==> src/clfd_pkg.sv <==
// ----------------------------------------------------------------------------
// clfd_pkg
// Shared types, result codes and the CRC-16/KERMIT byte update for the
// length-prefixed frame decoder.
// ----------------------------------------------------------------------------
package clfd_pkg;

    localparam logic [15:0] CRC_POLY = 16'h8408;

    localparam logic [1:0] KIND_DATA = 2'd0;
    localparam logic [1:0] KIND_GOOD = 2'd1;
    localparam logic [1:0] KIND_BAD  = 2'd2;

    typedef struct packed {
        logic [1:0] kind;
        logic [7:0] payload_byte;
    } result_t;

    // reflected crc, one byte folded in, lsb first
    function automatic logic [15:0] crc_add_byte(input logic [15:0] crc,
                                                 input logic [7:0]  b);
        logic [15:0] c;
        c = crc ^ {8'h00, b};
        for (int i = 0; i < 8; i++)
        begin
            if (c[0])
                c = (c >> 1) ^ CRC_POLY;
            else
                c = c >> 1;
        end
        return c;
    endfunction

endpackage

==> src/clfd_in_stage.sv <==
// ----------------------------------------------------------------------------
// clfd_in_stage
// Input register: holds one received byte until the decoder core takes it.
// ----------------------------------------------------------------------------
module clfd_in_stage import clfd_pkg::*;
(
    input  logic       clk,
    input  logic       rst_n,
    input  logic       in_valid,
    output logic       in_ready,
    input  logic [7:0] rx_byte,
    input  logic       take,
    output logic       item_valid,
    output logic [7:0] item_byte
);

    logic       valid_reg;
    logic       valid_next;
    logic [7:0] byte_reg;

    assign in_ready   = !valid_reg || take;
    assign item_valid = valid_reg;
    assign item_byte  = byte_reg;

    always_comb
    begin
        valid_next = valid_reg;
        if (in_valid && in_ready)
            valid_next = 1'b1;
        else if (take)
            valid_next = 1'b0;
    end

    always_ff @(posedge clk or negedge rst_n)
    begin
        if (!rst_n)
            valid_reg <= 1'b0;
        else
            valid_reg <= valid_next;
    end

    always_ff @(posedge clk)
    begin
        if (in_valid && in_ready)
            byte_reg <= rx_byte;
    end

endmodule

==> src/clfd_core.sv <==
// ----------------------------------------------------------------------------
// clfd_core
// Frame state, length counter, running CRC; one byte per cycle unless stalled.
// ----------------------------------------------------------------------------
module clfd_core import clfd_pkg::*;
(
    input  logic       clk,
    input  logic       rst_n,
    input  logic       item_valid,
    input  logic [7:0] item_byte,
    input  logic [7:0] start_byte,
    input  logic       out_free,
    output logic       take,
    output logic       res_valid,
    output result_t    res
);

    localparam logic [2:0] PH_HUNT    = 3'd0;
    localparam logic [2:0] PH_LEN_HI  = 3'd1;
    localparam logic [2:0] PH_LEN_LO  = 3'd2;
    localparam logic [2:0] PH_PAYLOAD = 3'd3;
    localparam logic [2:0] PH_CRC_HI  = 3'd4;
    localparam logic [2:0] PH_CRC_LO  = 3'd5;

    logic [2:0]  phase_reg, phase_next;
    logic [15:0] bytes_left_reg, bytes_left_next;
    logic [15:0] crc_reg, crc_next;
    logic [7:0]  crc_high_reg, crc_high_next;
    logic        has_result;
    logic [15:0] crc_upd;
    logic [15:0] len_full;
    logic [15:0] left_dec;

    assign has_result = (phase_reg == PH_PAYLOAD) || (phase_reg == PH_CRC_LO);
    assign take       = item_valid && (!has_result || out_free);
    assign res_valid  = take && has_result;

    assign crc_upd  = crc_add_byte((phase_reg == PH_LEN_HI) ? 16'h0000 : crc_reg,
                                   item_byte);
    assign len_full = {bytes_left_reg[15:8], item_byte};
    assign left_dec = bytes_left_reg - 16'd1;

    always_comb
    begin
        phase_next      = phase_reg;
        bytes_left_next = bytes_left_reg;
        crc_next        = crc_reg;
        crc_high_next   = crc_high_reg;
        res.kind         = KIND_DATA;
        res.payload_byte = 8'h00;
        unique case (phase_reg)
            PH_LEN_HI:
            begin
                crc_next        = crc_upd;
                bytes_left_next = {item_byte, 8'h00};
                phase_next      = PH_LEN_LO;
            end
            PH_LEN_LO:
            begin
                crc_next        = crc_upd;
                bytes_left_next = len_full;
                phase_next      = (len_full == 16'd0) ? PH_CRC_HI : PH_PAYLOAD;
            end
            PH_PAYLOAD:
            begin
                crc_next         = crc_upd;
                bytes_left_next  = left_dec;
                if (left_dec == 16'd0)
                    phase_next = PH_CRC_HI;
                res.kind         = KIND_DATA;
                res.payload_byte = item_byte;
            end
            PH_CRC_HI:
            begin
                crc_high_next = item_byte;
                phase_next    = PH_CRC_LO;
            end
            PH_CRC_LO:
            begin
                res.kind   = ({crc_high_reg, item_byte} == crc_reg) ? KIND_GOOD
                                                                     : KIND_BAD;
                phase_next = PH_HUNT;
            end
            default:
            begin
                // hunting; unused codes behave the same
                phase_next = PH_HUNT;
                if (item_byte == start_byte)
                begin
                    phase_next      = PH_LEN_HI;
                    crc_next        = 16'h0000;
                    bytes_left_next = 16'h0000;
                end
            end
        endcase
    end

    always_ff @(posedge clk or negedge rst_n)
    begin
        if (!rst_n)
        begin
            phase_reg      <= PH_HUNT;
            bytes_left_reg <= 16'h0000;
            crc_reg        <= 16'h0000;
            crc_high_reg   <= 8'h00;
        end
        else if (take)
        begin
            phase_reg      <= phase_next;
            bytes_left_reg <= bytes_left_next;
            crc_reg        <= crc_next;
            crc_high_reg   <= crc_high_next;
        end
    end

endmodule

==> src/clfd_out_stage.sv <==
// ----------------------------------------------------------------------------
// clfd_out_stage
// Result register: holds one result transaction until the sink takes it.
// ----------------------------------------------------------------------------
module clfd_out_stage import clfd_pkg::*;
(
    input  logic       clk,
    input  logic       rst_n,
    input  logic       res_valid,
    input  result_t    res,
    output logic       out_free,
    output logic       out_valid,
    input  logic       out_ready,
    output logic [1:0] kind,
    output logic [7:0] payload_byte
);

    logic    valid_reg;
    logic    valid_next;
    result_t res_reg;

    assign out_free     = !valid_reg || out_ready;
    assign out_valid    = valid_reg;
    assign kind         = res_reg.kind;
    assign payload_byte = res_reg.payload_byte;

    always_comb
    begin
        valid_next = valid_reg;
        if (res_valid)
            valid_next = 1'b1;
        else if (out_ready)
            valid_next = 1'b0;
    end

    always_ff @(posedge clk or negedge rst_n)
    begin
        if (!rst_n)
            valid_reg <= 1'b0;
        else
            valid_reg <= valid_next;
    end

    always_ff @(posedge clk)
    begin
        if (res_valid)
            res_reg <= res;
    end

endmodule

==> src/crc16_length_frame_decoder.sv <==
// ----------------------------------------------------------------------------
// crc16_length_frame_decoder
// Length-prefixed frame decoder with CRC-16/KERMIT check.
// ----------------------------------------------------------------------------
// Takes one received byte per transaction, one byte per clock unless stalled.
// A byte passes an input register, the frame logic (state, 16-bit length
// counter and an unrolled eight-bit CRC update), then a result register. A
// result is held there until the sink takes it. The input stalls only when
// both registers hold a transaction and the sink is not ready. Bytes are
// dropped until one equals start_byte; then come a big-endian 16-bit
// length, the payload (each byte delivered as kind 0) and the CRC high
// byte first; the last CRC byte gives kind 1 (good) or kind 2 (mismatch)
// and hunting resumes.
// start_byte resets to 0x7e and is written through cfg_we / cfg_wdata.
// ----------------------------------------------------------------------------
module crc16_length_frame_decoder import clfd_pkg::*;
(
    input  logic       clk,
    input  logic       rst_n,
    input  logic       cfg_we,
    input  logic [7:0] cfg_wdata,
    input  logic       in_valid,
    output logic       in_ready,
    input  logic [7:0] rx_byte,
    output logic       out_valid,
    input  logic       out_ready,
    output logic [1:0] kind,
    output logic [7:0] payload_byte
);

    logic [7:0] start_byte_reg;
    logic       take;
    logic       item_valid;
    logic [7:0] item_byte;
    logic       out_free;
    logic       res_valid;
    result_t    res;

    always_ff @(posedge clk or negedge rst_n)
    begin
        if (!rst_n)
            start_byte_reg <= 8'h7e;
        else if (cfg_we)
            start_byte_reg <= cfg_wdata;
    end

    clfd_in_stage u_in_stage
    (
        .clk        (clk),
        .rst_n      (rst_n),
        .in_valid   (in_valid),
        .in_ready   (in_ready),
        .rx_byte    (rx_byte),
        .take       (take),
        .item_valid (item_valid),
        .item_byte  (item_byte)
    );

    clfd_core u_core
    (
        .clk        (clk),
        .rst_n      (rst_n),
        .item_valid (item_valid),
        .item_byte  (item_byte),
        .start_byte (start_byte_reg),
        .out_free   (out_free),
        .take       (take),
        .res_valid  (res_valid),
        .res        (res)
    );

    clfd_out_stage u_out_stage
    (
        .clk          (clk),
        .rst_n        (rst_n),
        .res_valid    (res_valid),
        .res          (res),
        .out_free     (out_free),
        .out_valid    (out_valid),
        .out_ready    (out_ready),
        .kind         (kind),
        .payload_byte (payload_byte)
    );

endmodule
==> config.mk <==
export PLATFORM = sky130hd
export DESIGN_NAME = crc16_length_frame_decoder
export DESIGN_NICKNAME = d
export VERILOG_FILES = /design/src/clfd_pkg.sv /design/src/clfd_in_stage.sv /design/src/clfd_core.sv /design/src/clfd_out_stage.sv /design/src/crc16_length_frame_decoder.sv
export SDC_FILE = /design/constraint.sdc
export NUM_CORES = 1
export LEC_CHECK = 0
export BUFFER_PORTS_ARGS = -buffer_cell sky130_fd_sc_hd__buf_2
export CORE_ASPECT_RATIO = 0.5
export CORE_MARGIN = 5
export CORE_UTILIZATION = 56
export CTS_BUF_LIST = sky130_fd_sc_hd__clkbuf_4
export CTS_CLUSTER_SIZE = 40
export DETAILED_ROUTE_END_ITERATION = 12
export GPL_TIMING_DRIVEN = 0
export PLACE_DENSITY = 0.88
export SETUP_SLACK_MARGIN = 0.05
export SLEW_MARGIN = 0
export SYNTH_ARGS = -nofsm -noshare
export SYNTH_HDL_FRONTEND = slang
export SYNTH_HIERARCHICAL = 1
export SYNTH_SLANG_ARGS = --single-unit
==> constraint.sdc <==
create_clock -name clk -period 2.03 [get_ports clk]
set_input_delay 0.203 -clock clk [delete_from_list [all_inputs] [get_ports clk]]
set_output_delay 0.203 -clock clk [all_outputs]
set_load 0.005 [all_outputs]
# After elaboration in Yosys (flattened, before gate mapping)
# Cells that the tools add are included.
# word_totals
register_bits	71
latchBits	0
mem_bits_rw	0
mem_bits_ro	0
inputBits	21
elab_cells	76
memories	0
# classes
add_sub_neg	1
n_mul	0
div_mod_pow	0
n_lt_le_gt_ge	0
eq_ne	8
n_shift	0
muxes	21
bitwise_logic	11
reduce_logical	24
# ops
cell	n
16-bit two-way mux	10
16-bit one-hot mux with 4 select lines	1
16-bit logical NOT	2
16-bit one-hot mux with 2 select lines	1
2-bit inverter with 3-bit output	8
16-bit == test	1
16-bit by 1-bit subtractor with 16-bit output (second input constant)	1
16-bit by 8-bit bitwise XOR with 16-bit output	1
3-bit one-hot mux with 5 select lines	1
8-bit == test	1
3-bit by 2-bit == test with 1-bit output (second input constant)	2
3-bit == test (second input constant)	2
3-bit two-way mux	2
3-bit AND reduction	2
2-bit nonzero test	3
1-bit two-way mux	5
1-bit logical OR	4
2-bit AND reduction	2
4-bit AND reduction	1
4-bit nonzero test	1
3-bit by 1-bit == test with 1-bit output (second input constant)	1
1-bit logical AND	3
1-bit logical NOT	3
3-bit nonzero test	1
5 further kinds	6

# Logic depth before layout (Yosys ltp)
# depth
word_depth	20
depth_mapped	8

# Hierarchy
# Netlist, hierarchy kept.
# by_module_without_submodules
mod	instances	cells_per_inst	area_per_inst_um2	seq_area_each_um2
clfd_core	1	367	3061.7	1076.0
clfd_out_stage	1	13	347.8	325.3
crc16_length_frame_decoder	1	17	339.1	207.7
clfd_in_stage	1	12	294.0	265.3

# Worst setup path after synthesis
# No wires, ideal clock.
# synth_timing
path_kind	reg-to-reg
start	register u_core.bytes_left_reg[0]
end	register u_core.phase_reg[2]
setup_time_ps	118
t_arrival_ps	2124
t_required_ps	1912
setup_slack_ps	-212
stages_incl_launch_ff	9
n_path_buf	0
path_cell_list	dfrtp_1 -> inv_1 -> ha_1 -> nor4b_1 -> nand2_1 -> or3_4 -> o211ai_2 -> nor3_1 -> a21o_1
# synth_between
elab_chain_cells	4
# synth_lines
element	line_no	rtl
start: declaration	clfd_core.sv:26	logic [15:0] bytes_left_reg, bytes_left_next;
start signal: assignment	clfd_core.sv:110	bytes_left_reg <= bytes_left_next;
16-bit by 1-bit subtractor with 16-bit output	clfd_core.sv:41	assign left_dec = bytes_left_reg - 16'd1;
16-bit logical NOT	clfd_core.sv:68	if (left_dec == 16'd0)
2-bit != test (no source line)	--	
2-bit AND reduction (no source line)	--	
end signal: assignment	clfd_core.sv:109	phase_reg <= phase_next;
end: declaration	clfd_core.sv:25	logic [2:0] phase_reg, phase_next;
# Every way passes these cells.
# A chain may end at the register's enable or synchronous reset.

# Worst setup path after layout
# layout_timing
start	register u_core.bytes_left_reg[1]
end	register u_core.phase_reg[0]
# The elaborated chain is that of the path after synthesis.

==> metrics.md <==
| Metric | Value |
|---|---|
| Status | finished with violations |
| Violated checks | setup timing |
| Final Slew Violations | 0 |
| Worst-Skew Late Latency | 470 ps |
| Storage cell area | 1880 sq um |
| Sum Neg Setup Slack | -1310 ps |
| Area Overhead vs Synth | 33.9% |
| Arrival @ worst endpoint | 2600 ps |
| Min Hold Slack | 39.2 ps |
| Setup Skew | 25.9 ps |
| Avg Inst Size Synth | 9.88 sq um |
| RSZ-0062 raised after global routing | yes |
| DRC violations left | 0 |
| Maximum vdd ir drop | 0.940 mV |
| Vias per cell | 6.93 |
| Critical-path top delay cell | dfrtp_1 |
| Leakage | 2.35 nW |
| Post-Syn Nets | 432 |
| Vias in the first global route | 3,549 |
| Share of the synthesized area in the top cell type | 29.1% |
| Mapped cell area | 4040 sq um |
| Clk slew on worst S/H paths | 120 ps |
| Total global-route track usage | 26.8% |
| Max-slew headroom | 59.4% |
| Initial antenna violation count | 0 |
| Fin worst setup slack | -234 ps |
| CP peak stage delay | 440 ps |
| CP top delay family | compound AO/OA/AOI/OAI gates |
| Router iterations before antenna repair | 8 |
| Gp weighted congestion | 0.949 |
| Crit share post-route | 112% |
| Final HPWL DP | 6.91 mm |
| Die Wd | 130 um |
| Final Cell Area | 5410 sq um |
| Post-route ant nets | 0 |
| WL/cell | 25.9 um |
| First-pass GRT wire length | 18.7 mm |
| EDFF count, synth | 18 |
| Seq cells post-synth | 71 |
| Critical path launch point type | flip-flop |
| Buffers & Inverters on Critical Path | 2 |
| Yosys warning total | 6 |
| Setup WS pre-CTS | -633 ps |
| Area of the multi-input gates | 2450 sq um |
| Total routed wirelength | 15.5 mm |
| Asr flop ratio synth | 74.6% |
| 1st-iter DRT viols | 911 |
| Critical path, cell by cell | inv_1 > ha_4 > nor4b_4 > buf_4 > nand2_1 > xor2_1 > o2111ai_2 > o31ai_4 > a22oi_2 |
| Fill cells | 323 |
| Highest-count cells in the layout ignoring fill and taps | 45 x dfrtp_1, 33 x buf_4, 31 x buf_2, 31 x xor2_1, 26 x nand2_1 |
| Period minus WS final | 2260 ps |
| Sequential share of the synthesized area | 46.4% |
| Largest net degree at the start of global routing | 54 |
| Hold Crit Class | in2reg |
| Die footprint | 9120 sq um |
| Clk buf depth | 2 |
| CP startpoint | u_core/bytes_left_reg[1]$_DFFE_PN0P_ |
| Top area cells in the synthesized netlist | dfrtp_1 29%, edfxtp_1 13%, xor2_1 7.1% |
| IO buf count | 31 |
| F_max | 442 MHz |
| IO Pins | 33 |
| Critical path capture point type | flip-flop |
| Power Dens Cells | 1620 nW/um^2 |
| Gate Count Post-Synth | 409 |
| Dominant synthesized flop cell | dfrtp_1 |
| CTS tree | built |
| Crit Path Max Fanout | 8 |
| Clock Sinks | 71 |
| Synth area leader | dfrtp_1 |
| Grt total ovfl | 0 |
| Final Hold Fails | 0 |
| RR Startpoint | u_core/bytes_left_reg[1]$_DFFE_PN0P_ |
| Critical path class | reg2reg |
| Placed Area | 4320 sq um |
| Setup-failing EPs final | 20 |
| Initial core utilization | 58.9% |
| Worst EP required | 2360 ps |
| Final Net Count | 523 |
| Hold Startpoint | out_ready |
| Share of layout cells above drive strength 1 | 39.2% |
| Num CTS Buffers | 9 |
| Number of H-tree levels | 3 |
| Most common cell after layout, fill and taps aside | dfrtp_1 |
| Total of max-cap violations | 0 |
| Worst slew pin tran | 609 ps |
| Core area | 6860 sq um |
| Clk Tree Root Cell | clkbuf_4 |
| Number of library cell types mapped by synthesis | 53 |
| FP Rows | 21 |
| Die H | 70.1 um |
| Via count | 4,144 |
layout make-up:
class / count / share of cell area (%)
antenna: 1 / 0.0462
buffer: 17 / 2.10
clock buffer: 9 / 1.25
clock inverter: 7 / 1.62
inverter: 10 / 0.763
multi-input combinational: 304 / 45.3
sequential: 71 / 34.7
tap: 92 / 2.13
timing repair buffer: 87 / 12.2
metrics by stage:
stage	cells	utilization, %	power, mW
floorplan	409	-	4.91
global placement	532	63.1	5.66
detailed placement	532	63.1	5.80
CTS	580	72.2	7.22
global route	597	78.9	9.10
finish	598	78.9	8.79
power by group:
group	switching (mW)	internal, mW
registers	0.493	2.00
logic	3.12	2.12
clock network	0.566	0.488
total	4.17	4.61
worst reg2reg max path: stages, from the launching register on:
cell and delay, ps:
dfrtp_1 440, inv_1 150, ha_4 210, nor4b_4 220, buf_4 190, nand2_1 80, xor2_1 210, o2111ai_2 230
o31ai_4 330, a22oi_2 100
logic make-up (layout without fill, tap and decap cells):
group,after synthesis,in the layout,synth area share (%)
buffers and inverters,35,130,3.68
multiplexers,19,19,5.94
AND/OR/NAND/NOR,142,142,18.3
XOR/XNOR,62,62,13.4
AO/OA/AOI/OAI,78,79,11.7
adder cells (fa/ha/maj),2,2,0.619
other,0,1,0
flip-flops,71,71,46.4
synthesized netlist by cell type (6+ instances only):
cell,number
a21oi_1,11
a31oi_1,6
and3_1,10
clkbuf_1,21
dfrtp_1,47
dfstp_2,6
edfxtp_1,18
inv_1,10
mux2_2,8
mux2_4,8
nand2_1,47
nor2_1,26
nor2b_1,8
nor3_1,8
nor4_1,13
o21ai_0,38
xnor2_1,29
xor2_1,33
routing by layer:
| metal | vias to the layer above | share of wire, % | global-route usage, % |
|---|---|---|---|
| li1 | 1613 | - | - |
| met1 | 1911 | 34 | 34.9 |
| met2 | 446 | 42 | 40.0 |
| met3 | 174 | 15 | 7.31 |
| met4 | 0 | 9.1 | 15.6 |
| met5 | - | 0 | 0 |
final timing paths:
check                                                      to  slack, ps  cells after the start
hold reg to reg            u_core/crc_high_reg[6]$_DFFE_PN0P_        550                      1
min in group asynchronous      u_core/crc_reg[15]$_DFFE_PN0P_        280                      2
setup reg to reg              u_core/phase_reg[0]$_DFFE_PN0P_       -230                      9
hold / removal              u_out_stage/out_valid$_DFFE_PN0P_         40                      3
setup / recovery              u_core/phase_reg[0]$_DFFE_PN0P_       -230                      9
max in group asynchronous       start_byte_reg[6]$_DFFE_PN1P_       1070                      3
what timing repair did:
item	CTS	global route
buffers inserted	20	16
pin swaps	11	20
setup endpoints to repair	63	55
gates cloned	3	0
resized for setup	33	109
hold endpoints to repair	16	21
hold buffers	16	1
No activity file was read; power rests on OpenSTA's default activity.
